<file path="src/sorted_table_floor_search_defines.svh">
// Assertion helpers, clocked on i_clk and held off while i_rst_n is low.
`ifndef SORTED_TABLE_FLOOR_SEARCH_DEFINES_SVH
`define SORTED_TABLE_FLOOR_SEARCH_DEFINES_SVH

// Same-cycle implication.
`define STFS_ASSERT_NOW(label, ante, cons, msg) \
    label: assert property (@(posedge i_clk) disable iff (!i_rst_n) (ante) |-> (cons)) \
        else $error(msg);

// Next-cycle implication.
`define STFS_ASSERT_NEXT(label, ante, cons, msg) \
    label: assert property (@(posedge i_clk) disable iff (!i_rst_n) (ante) |=> (cons)) \
        else $error(msg);

`endif

</file>
<file path="src/stfs_pkg.sv">
`default_nettype none

package stfs_pkg;

    localparam logic [1:0] REQ_CLEAR  = 2'd0;
    localparam logic [1:0] REQ_APPEND = 2'd1;
    localparam logic [1:0] REQ_QUERY  = 2'd2;

    localparam logic [1:0] ST_OK    = 2'd0;
    localparam logic [1:0] ST_FULL  = 2'd1;
    localparam logic [1:0] ST_ORDER = 2'd2;

    localparam int IDX_W = 10;

    typedef enum logic [2:0] {
        S_IDLE   = 3'b001,
        S_EXEC   = 3'b010,
        S_SEARCH = 3'b100
    } t_state;

    // controller -> datapath
    typedef struct packed {
        logic load;   // capture request, start first table read
        logic exec;   // run clear / append / trivial answer
        logic step;   // one search step
    } t_dp_cmd;

    // datapath -> controller
    typedef struct packed {
        logic empty;  // no entries in the table
        logic last;   // search window closes on this step
    } t_dp_stat;

endpackage

`default_nettype wire

</file>
<file path="src/stfs_ctrl.sv">
`default_nettype none

module stfs_ctrl (
    input  wire logic              i_clk,
    input  wire logic              i_rst_n,
    input  wire logic              start,
    input  wire logic [1:0]        i_req_type,
    input  wire stfs_pkg::t_dp_stat i_stat,
    output stfs_pkg::t_dp_cmd      o_cmd,
    output logic                   busy,
    output logic                   o_valid
);

    stfs_pkg::t_state r_state, n_state;
    logic r_valid, n_valid;

    always_comb begin
        n_state = r_state;
        n_valid = 1'b0;
        o_cmd   = '0;
        case (r_state)
            stfs_pkg::S_IDLE: begin
                if (start) begin
                    o_cmd.load = 1'b1;
                    if (i_req_type == stfs_pkg::REQ_QUERY && !i_stat.empty) begin
                        n_state = stfs_pkg::S_SEARCH;
                    end else begin
                        n_state = stfs_pkg::S_EXEC;
                    end
                end
            end
            stfs_pkg::S_EXEC: begin
                o_cmd.exec = 1'b1;
                n_valid    = 1'b1;
                n_state    = stfs_pkg::S_IDLE;
            end
            stfs_pkg::S_SEARCH: begin
                o_cmd.step = 1'b1;
                if (i_stat.last) begin
                    n_valid = 1'b1;
                    n_state = stfs_pkg::S_IDLE;
                end
            end
            default: begin
                n_state = stfs_pkg::S_IDLE;
            end
        endcase
    end

    always_ff @(posedge i_clk) begin
        if (!i_rst_n) begin
            r_state <= stfs_pkg::S_IDLE;
            r_valid <= 1'b0;
        end else begin
            r_state <= n_state;
            r_valid <= n_valid;
        end
    end

    assign busy    = (r_state != stfs_pkg::S_IDLE);
    assign o_valid = r_valid;

endmodule

`default_nettype wire

</file>
<file path="config.mk">
export PLATFORM = sky130hd
export DESIGN_NAME = stfs_ctrl
export DESIGN_NICKNAME = d
export VERILOG_FILES = /design/src/sorted_table_floor_search_defines.svh /design/src/stfs_pkg.sv /design/src/stfs_ctrl.sv
export SDC_FILE = /design/constraint.sdc
export NUM_CORES = 1
export LEC_CHECK = 0
export ABC_AREA = 1
export BUFFER_PORTS_ARGS = -buffer_cell sky130_fd_sc_hd__buf_2
export CAP_MARGIN = 20
export CORE_AREA = 2 2 39 41
export CTS_CLUSTER_DIAMETER = 100
export DETAILED_ROUTE_END_ITERATION = 8
export DIE_AREA = 0 0 41 43
export HOLD_SLACK_MARGIN = 0.08
export PLACE_DENSITY = 0.37
export REMOVE_ABC_BUFFERS = 1
export SKIP_CTS_REPAIR_TIMING = 1
export SKIP_LAST_GASP = 1
export SLEW_MARGIN = 20
export SYNTH_ARGS = -nofsm -noshare
export SYNTH_HDL_FRONTEND = slang
export SYNTH_SLANG_ARGS = --single-unit
</file>
<file path="constraint.sdc">
create_clock -name i_clk -period 1 [get_ports i_clk]
set_input_delay 0.1 -clock i_clk [delete_from_list [all_inputs] [get_ports i_clk]]
set_output_delay 0.1 -clock i_clk [all_outputs]
set_load 0.05 [all_outputs]
</file>
# After elaboration in Yosys (flattened, before gate mapping)
# Index checks and enable logic that the tools add are counted.
# classes
eq_ne,7
muxes,10
reduce_logical,3
# op_table
op,n
3-bit 2-to-1 mux,3
3-bit case mux with 2 select lines,1
1-bit 2-to-1 mux,5
2-bit != test (second input constant),2
3-bit by 1-bit equality test with 1-bit output (second input constant),1
3-bit by 2-bit equality test with 1-bit output (second input constant),1
3-bit equality test (second input constant),1
3-bit by 1-bit != test with 1-bit output (second input constant),1
2-bit equality test (second input constant),1
1-bit case mux with 2 select lines,1
2-bit AND reduction,1
1-bit logical AND,1
1-bit zero test,1
# word_totals
elab_cells,22
output_inout_bits,5
inputBits,7
register_bits,4

# Depth between registers and ports, before layout
# Gate-level depths: netlist (run 1).
# logic_depth
depth_word,5
ltp_mapped,6
ltp_nobuf,6

# Worst setup path after synthesis (run 1)
# OpenSTA, ideal clock, no wires.
# synth_path
path_type,register -> register
from,register r_state[2]
to,register r_state[0]
setup_ns,0.114
required_ns,0.886
stages_incl_launch_ff,7
arrival_time_ns,1.458
period_less_slack_ns,1.572
path_buffers,0
slack_ns,-0.572
cell_sequence,dfxtp_1 -> inv_1 -> nand3_2 -> nor2_2 -> inv_1 -> nand2_1 -> nand2_1
# synth_between
elab_chain_len,3
elab_cells_between_ends,6
classes_between,eq/ne (4); mux (1); reduce/logical (1)
# synth_lines
element,line_no,rtl
"start, declared",stfs_ctrl.sv:14,"stfs_pkg::t_state r_state, n_state;"
"start signal, assigned",stfs_ctrl.sv:52,r_state <= stfs_pkg::S_IDLE;
"start signal, assigned",stfs_ctrl.sv:55,r_state <= n_state;
3-bit equality test / 3-bit by 1-bit equality test with 1-bit output (equally long branches),stfs_ctrl.sv:21,case (r_state)
2-bit != test (no source line),--,
2-bit AND reduction (no source line),--,
# Several ways; a longest one is shown, not always the timed one.
# A chain may end at the register's enable or synchronous reset.

==> results.py, run 1 <==
metrics = {
    "pwr": {
        "p_int_mw": 0.360,
        "swShare_pct": 28.6,
        "p_leak_nw": 0.191,
        "peakVddDrop_uv": 288,
        "p_per_area_nw_per_um2": 1330,
        "p_comb_share_pct": 25.8,
        "clock_power_share_pct": 38.9,
        "switchingPower_mw": 0.144,
        "pwr-share-seq_pct": 35.3,
        "p_total_mw": 0.505,
    },
    "die": {
        "die_w_um": 41,
        "start_util_pct": 13.8,
        "die-area_um2": 1760,
        "die_y_um": 43,
        "core-area_um2": 1380,
        "io_pins": 12,
        "std_cell_rows": 14,
    },
    "setup_path": {
        "required_ns": 0.90,
        "worstSetupPathType": "register to output pin",
        "r2r-start": "r_state[2]",
        "cp-end-kind": "output pin",
        "crit_start": "r_state[2]",
        "arrival_ns": 1.01,
        "path_max_fanout": 3,
        "critPathLaunchType": "register",
    },
    "routing": {
        "vias": 203,
        "routed_wl_um": 445,
        "drtAntennaViolNets": 0,
        "dr.pass1.iters": 4,
        "wl_per_cell_um": 7.67,
        "initialDrtViolationCount": 3,
        "drt-vias-per-instance": 3.50,
        "post-route-drc-count": 0,
    },
    "finish": {
        "final_nets": 51,
        "layout_common_cells": "7 x buf_2, 5 x inv_1, 5 x nand2_1",
        "area_growth_pct": 98.7,
        "stdcell_count": 58,
        "mostFrequentLayoutCell": "buf_2",
        "fillCellCount": 156,
        "diodes": 0,
        "drive_gt1_share_pct": 66.7,
    },
    "clock_network": {
        "clk-insertion-delay-late_ns": 0.23,
        "cts_tree": "done",
        "cts_sinks": 4,
        "clockBufferDepth": 2,
        "cts_buffers": 3,
        "cts_root_buf": "clkbuf_4",
        "path_clk_slew_ns": 0.04,
        "htree_num_levels": 1,
    },
    "timing": {
        "whs_ns": 0.135,
        "setup_slack_ns": -0.106,
        "worst_pin_slew_ns": 0.247,
        "slew_violations": 0,
        "rsz0062_at_grt": "yes",
        "hold_viol": 0,
        "setup-violations-final": 4,
        "fin_crit_ns": 1.11,
        "setup_tns_ns": -0.221,
        "slew_headroom_pct": 83.7,
        "finalCritPeriodShare_pct": 111,
        "fmax_mhz": 904,
        "clock-skew-final_ns": 0.00100,
    },
    "placement": {
        "preCtsSetupSlack_ns": 0.0219,
        "io_buffers": 11,
        "dp.cells": 53,
        "gp_congestion": 0.662,
        "hpwl_um": 328,
    },
    "yosys": {
        "yosysSeqAreaShare_pct": 41.8,
        "ys_ff_latch": 4,
        "ys_warn_count": 0,
        "yosysUniqueCellTypes": 10,
        "syn-mean-instance-area_um2": 7.66,
        "syn_inst": 25,
        "netlist_area_um2": 191,
    },
    "global_routing": {
        "overflow": 0,
        "grt_pass1_vias": 195,
        "antenna_found_initial": 0,
        "grt_max_degree": 4,
        "groute.usage.overall_pct": 6.43,
        "grt_pass1_wl_um": 690,
    },
    "min_path": {
        "hp-start": "i_stat[0]",
        "hold_class": "input pin to register",
    },
    "run_status": {
        "violations": "setup timing",
        "status": "finished, violations left",
    },
    "flow_run": {
        "drv_cap": 0,
    },
}
## logic make-up (layout without fill, tap and decap cells)
family                 Yosys count  in the layout  share of synthesized area, %
AOI/OAI and AO/OA                2              2                          7.19
buffers and inverters            8             25                          15.7
and+or+nand+nor                 11             11                          35.3
DFF                              4              4                          41.8
## metal layers
metal  part of all wire (%)  GRT usage [%]  vias to the layer above
li1                       -              -                      108
met1                     42           7.07                       87
met2                     51           7.50                        8
met3                    5.8           3.14                        0
met4                      0           8.00                        0
met5                      0              0                        -
## path summary, 6_finish.rpt
| check | end | slack (ns) | cells after the start |
|---|---|---|---|
| worst max-delay path | o_cmd[2] | -0.11 | 4 |
| worst min-delay path | o_valid | 0.13 | 3 |
| worst max register to register | r_state[0] | 0 | 7 |
| worst min register to register | o_valid | 0.55 | 2 |
## through the flow
stage          utilization (%)  instance area, µm²
4_1_cts                   21.4                 297
3_3_place_gp              19.8                 274
5_1_grt                   27.5                 380
6_report                  27.5                 380
2_1_floorplan                -                 191
3_5_place_dp              19.8                 274
## cells in the mapped netlist
library cell / count / area share [%]
nand2_1: 5 / 9.8
nor3_2: 2 / 10
nand3_1: 1 / 2.6
nand3_2: 1 / 5.2
dfxtp_1: 4 / 42
a21oi_1: 1 / 2.6
nor2_2: 1 / 3.3
nor3b_1: 1 / 3.9
a21oi_2: 1 / 4.6
inv_1: 8 / 16
## final cells by class
class / count / area, µm² / share of cell area [%]
Multi-Input combinational cell: 13 / 105 / 27.6
Inverter: 8 / 32.5 / 8.55
Timing Repair Buffer: 14 / 116 / 30.6
Clock buffer: 3 / 22.5 / 5.92
Sequential cell: 4 / 83.8 / 22.0
Tap cell: 16 / 20.0 / 5.26
## state kept, by name (all words and copies together) (netlist names)
name / cells
r_state: 3
o_valid: 1
## critical path, stage by stage (launching register included)
cell     delay (ns)
dfxtp_2        0.32
inv_4          0.08
nand3_4        0.09
nor2_4         0.14
buf_8          0.15
## power by group through the flow
stage / sequential (mW) / combinational, mW / clock (mW)
after floorplan: 0.176 / 0.0612 / 0
after global placement: 0.175 / 0.0897 / 0
after detailed placement: 0.175 / 0.0899 / 0
after CTS: 0.173 / 0.0901 / 0.205
after global routing: 0.179 / 0.141 / 0.222
final: 0.178 / 0.130 / 0.196
Note: power is estimated with default switching activity, not from simulation.
==> run 2: changes to the inputs <==
--- a/config.mk
+++ b/config.mk
@@ -6,7 +6,7 @@
 export NUM_CORES = 1
 export LEC_CHECK = 0
 export ABC_AREA = 1
-export BUFFER_PORTS_ARGS = -buffer_cell sky130_fd_sc_hd__buf_2
+export BUFFER_PORTS_ARGS = -buffer_cell sky130_fd_sc_hd__buf_4
 export CAP_MARGIN = 20
 export CORE_AREA = 2 2 39 41
 export CTS_CLUSTER_DIAMETER = 100
==> constraint.sdc (replaced) <==
create_clock -name i_clk -period 1.3 [get_ports i_clk]
set_input_delay 0.13 -clock i_clk [delete_from_list [all_inputs] [get_ports i_clk]]
set_output_delay 0.13 -clock i_clk [all_outputs]
set_load 0.05 [all_outputs]
==> results.py, run 2 (synthesis results as in run 1) <==
metrics = {
    "run_status": {
        "status": "completed",
    },
    "timing": {
        "slew_headroom_pct": 79.3,
        "finalCritPeriodShare_pct": 91.0,
        "slew_violations": 0,
        "setup_tns_ns": 0,
        "whs_ns": 0.165,
        "clock-skew-final_ns": 0.000474,
        "worst_pin_slew_ns": 0.310,
        "fmax_mhz": 846,
        "fin_crit_ns": 1.18,
        "setup-violations-final": 0,
        "rsz0062_at_grt": "no",
        "hold_viol": 0,
    },
    "pwr": {
        "p_per_area_nw_per_um2": 1100,
        "p_leak_nw": 0.176,
        "peakVddDrop_uv": 289,
    },
    "global_routing": {
        "grt_pass1_wl_um": 765,
        "grt_max_degree": 4,
        "groute.usage.overall_pct": 6.83,
        "overflow": 0,
        "grt_pass1_vias": 196,
        "antenna_found_initial": 0,
    },
    "setup_path": {
        "worstSetupPathType": "register to output pin",
        "cp-end-kind": "output pin",
        "arrival_ns": 1.05,
        "required_ns": 1.17,
        "cp.buffers_inverters": 2,
        "critPathMaxStageDelay_ns": 0.29,
        "cp_cell_sequence": "inv_1 > nand3_2 > nor2_2 > buf_6",
        "critPathLaunchType": "register",
        "slowest_stage": "dfxtp_1",
        "path_max_fanout": 3,
        "crit_family": "flip-flops",
    },
    "clock_network": {
        "clk-insertion-delay-late_ns": 0.23,
        "cts_root_buf": "clkbuf_4",
        "clockBufferDepth": 2,
        "cts_buffers": 3,
        "cts_sinks": 4,
        "cts_tree": "done",
        "htree_num_levels": 1,
        "path_clk_slew_ns": 0.04,
    },
    "routing": {
        "vias": 189,
        "drtAntennaViolNets": 0,
        "dr.pass1.iters": 4,
        "post-route-drc-count": 0,
        "routed_wl_um": 424,
        "drt-vias-per-instance": 3.38,
        "wl_per_cell_um": 7.57,
        "initialDrtViolationCount": 3,
    },
    "finish": {
        "final_nets": 49,
        "diodes": 0,
        "stdcell_count": 56,
        "layout_common_cells": "10 x buf_4, 8 x inv_1, 5 x nand2_1, 4 x dfxtp_1, 3 x clkbuf_4",
        "largest_register_ffs": 3,
        "regMostFlops": "r_state",
        "mostFrequentLayoutCell": "buf_4",
        "area_growth_pct": 72.5,
        "drive_gt1_share_pct": 47.5,
    },
    "min_path": {
        "hold_class": "input pin to register",
    },
    "die": {
        "die_y_um": 43,
        "die_w_um": 41,
        "die-area_um2": 1760,
        "std_cell_rows": 14,
        "io_pins": 12,
        "core-area_um2": 1380,
        "start_util_pct": 13.8,
    },
    "placement": {
        "hpwl_um": 362,
        "io_buffers": 11,
        "dp.cells": 52,
        "gp_congestion": 0.552,
    },
    "flow_run": {
        "drv_cap": 0,
    },
}
==> run 2: cell types whose count changed in the layout (fill, tap and decap cells not counted), sizes merged <==
cell  previous run  this run
buf             13        11
==> run 2: metrics by stage <==
stage | utilization [%] | worst slack (ns) | power [mW] | area (µm²)
3_5_place_dp | 21.2 | 0.320 | 0.213 | 294
6_report | 23.9 | 0.117 | 0.364 | 330
2_1_floorplan | - | -0.272 | 0.182 | 191
3_3_place_gp | 21.2 | 0.326 | 0.212 | 294
4_1_cts | 22.9 | 0.0728 | 0.369 | 317
5_1_grt | 23.9 | 0.0226 | 0.396 | 330
==> run 2: area by class of cell <==
cell class,instances,area (µm²)
Inverter,8,30.0
Tap cell,16,20.0
Clock buffer,3,22.5
Fill cell,148,1050
Sequential cell,4,80.1
Timing Repair Buffer,12,96.3
Multi-Input combinational cell,13,81.3
==> run 2: final timing paths <==
path                                 start         end  slack, ns  depth (start not counted)
worst max-delay path            r_state[2]    o_cmd[2]       0.12                          4
worst min-delay path             i_stat[0]     o_valid       0.17                          3
worst max register to register  r_state[2]  r_state[0]       0.36                          6
worst min register to register  r_state[1]     o_valid       0.55                          2
==> run 2: worst register-to-register path, stage by stage (launching register included) <==
cell and delay [ns]:
dfxtp_1 0.29, inv_1 0.11, nand3_2 0.09, nor2_2 0.15, inv_1 0.08, nand2_1 0.06, nand2_1 0.05
==> run 2: metal layers <==
layer / up-vias / GRT usage (%) / routed length (µm)
met5: - / 0 / 0
met4: 0 / 6.00 / 0
met3: 0 / 3.14 / 33
met2: 11 / 8.75 / 190
met1: 73 / 8.06 / 200
li1: 105 / - / -
==> run 2: power by group <==
part / total, mW / leakage [nW] / switching (mW) / internal, mW
Combinational: 0.0812 / 0.130 / 0.0482 / 0.0330
Clock: 0.150 / 0.0138 / 0.0473 / 0.103
Sequential: 0.133 / 0.0327 / 0.00427 / 0.129
Total: 0.364 / 0.176 / 0.0998 / 0.265
==> run 3: changes to the inputs <==
--- a/config.mk
+++ b/config.mk
@@ -6,7 +6,7 @@
 export NUM_CORES = 1
 export LEC_CHECK = 0
 export ABC_AREA = 1
-export BUFFER_PORTS_ARGS = -buffer_cell sky130_fd_sc_hd__buf_4
+export BUFFER_PORTS_ARGS = -buffer_cell sky130_fd_sc_hd__buf_2
 export CAP_MARGIN = 20
 export CORE_AREA = 2 2 39 41
 export CTS_CLUSTER_DIAMETER = 100
==> results.py, run 3 (synthesis results as in run 1) <==
metrics = {
    "timing": {
        "hold_viol": 0,
        "fmax_mhz": 835,
        "slew_headroom_pct": 78.2,
        "slew_violations": 0,
        "rsz0062_at_grt": "no",
        "finalCritPeriodShare_pct": 92.2,
        "worst_pin_slew_ns": 0.327,
        "fin_crit_ns": 1.20,
        "clock-skew-final_ns": 0.00579,
        "setup_tns_ns": 0,
        "setup-violations-final": 0,
    },
    "clock_network": {
        "clockBufferDepth": 2,
        "path_clk_slew_ns": 0.04,
        "cts_sinks": 4,
        "cts_root_buf": "clkbuf_4",
        "clk-insertion-delay-late_ns": 0.23,
        "cts_tree": "done",
        "cts_buffers": 3,
        "htree_num_levels": 1,
    },
    "die": {
        "std_cell_rows": 14,
        "die-area_um2": 1760,
        "io_pins": 12,
        "start_util_pct": 13.8,
        "core-area_um2": 1380,
        "die_w_um": 41,
        "die_y_um": 43,
    },
    "setup_path": {
        "worstSetupPathType": "register to output pin",
        "cp-end-kind": "output pin",
        "crit_family": "flip-flops",
        "cp.buffers_inverters": 1,
        "critPathLaunchType": "register",
        "slowest_stage": "dfxtp_1",
        "arrival_ns": 1.07,
        "path_max_fanout": 3,
        "required_ns": 1.17,
        "critPathMaxStageDelay_ns": 0.32,
        "cp_cell_sequence": "nor3_2 > clkbuf_4",
    },
    "finish": {
        "diodes": 0,
        "drive_gt1_share_pct": 48.7,
        "final_nets": 48,
        "mostFrequentLayoutCell": "buf_2",
        "largest_register_ffs": 3,
        "fillCellCount": 170,
        "area_growth_pct": 53.6,
        "layout_common_cells": "9 x buf_2, 8 x inv_1, 5 x nand2_1, 4 x clkbuf_4, 4 x dfxtp_1",
        "regMostFlops": "r_state",
    },
    "global_routing": {
        "grt_pass1_wl_um": 690,
        "grt_pass1_vias": 192,
        "groute.usage.overall_pct": 6.42,
        "overflow": 0,
        "antenna_found_initial": 0,
        "grt_max_degree": 4,
    },
    "routing": {
        "drt-vias-per-instance": 3.42,
        "dr.pass1.iters": 4,
        "drtAntennaViolNets": 0,
        "routed_wl_um": 385,
        "vias": 188,
        "initialDrtViolationCount": 9,
        "post-route-drc-count": 0,
        "wl_per_cell_um": 7.00,
    },
    "placement": {
        "io_buffers": 11,
        "hpwl_um": 335,
        "gp_congestion": 0.659,
    },
    "run_status": {
        "status": "completed",
    },
    "min_path": {
        "hold_class": "input pin to register",
    },
    "pwr": {
        "peakVddDrop_uv": 219,
        "p_leak_nw": 0.165,
        "p_total_mw": 0.352,
        "p_per_area_nw_per_um2": 1200,
    },
    "flow_run": {
        "drv_cap": 0,
    },
}
-- run 3: cell types whose count changed in the layout (fill, tap and decap cells not counted), sizes merged --
cell         before  now
dlygate4sd3       1    0
buf              11   10
clkbuf            3    4
-- run 3: worst paths after layout --
path	startpoint	to	slack, ns	cells after the start
max	r_state[0]	o_cmd[0]	0.10	2
min	i_rst_n	r_state[0]	0.08	2
max reg2reg	r_state[0]	r_state[0]	0.38	4
min reg2reg	r_state[1]	o_valid	0.55	2
-- run 3: layer usage --
metal	routed length, µm	GRT usage, %	part of all wire, %	vias to the layer above
li1	-	-	-	103
met1	191	7.37	50	77
met2	170	7.19	44	8
met3	23	3.14	6.0	0
met4	0	8.00	0	0
met5	0	0	0	-
-- run 3: layout make-up --
cell class	count	area [µm²]	share of cell area, %
Multi-Input combinational cell	13	81.3	27.7
Clock buffer	3	22.5	7.66
Sequential cell	4	80.1	27.2
Tap cell	16	20.0	6.81
Timing Repair Buffer	11	60.1	20.4
Inverter	8	30.0	10.2
-- run 3: metrics by stage --
stage	instance area (µm²)	hold WS [ns]	worst slack, ns	util [%]	std cells
floorplan	191	0.199	-0.272	-	25
global placement	267	0.324	0.272	19.3	52
detailed placement	267	0.322	0.278	19.3	52
CTS	289	0.0758	0.0328	20.9	55
global route	294	0.0872	0.0177	21.2	55
finish	294	0.0767	0.102	21.2	55
-- run 3: where the power goes --
group	internal [mW]	switching [mW]	leakage, nW	total, mW
sequential	0.129	0.00410	0.0327	0.133
clock	0.103	0.0473	0.0138	0.150
combinational	0.0216	0.0472	0.118	0.0688
-- run 3: worst register-to-register path: stages, from the launching register on --
cell     delay, ns
dfxtp_1       0.32
nor3_2        0.24
nand2_1       0.13
nand2_1       0.08
nand2_1       0.04
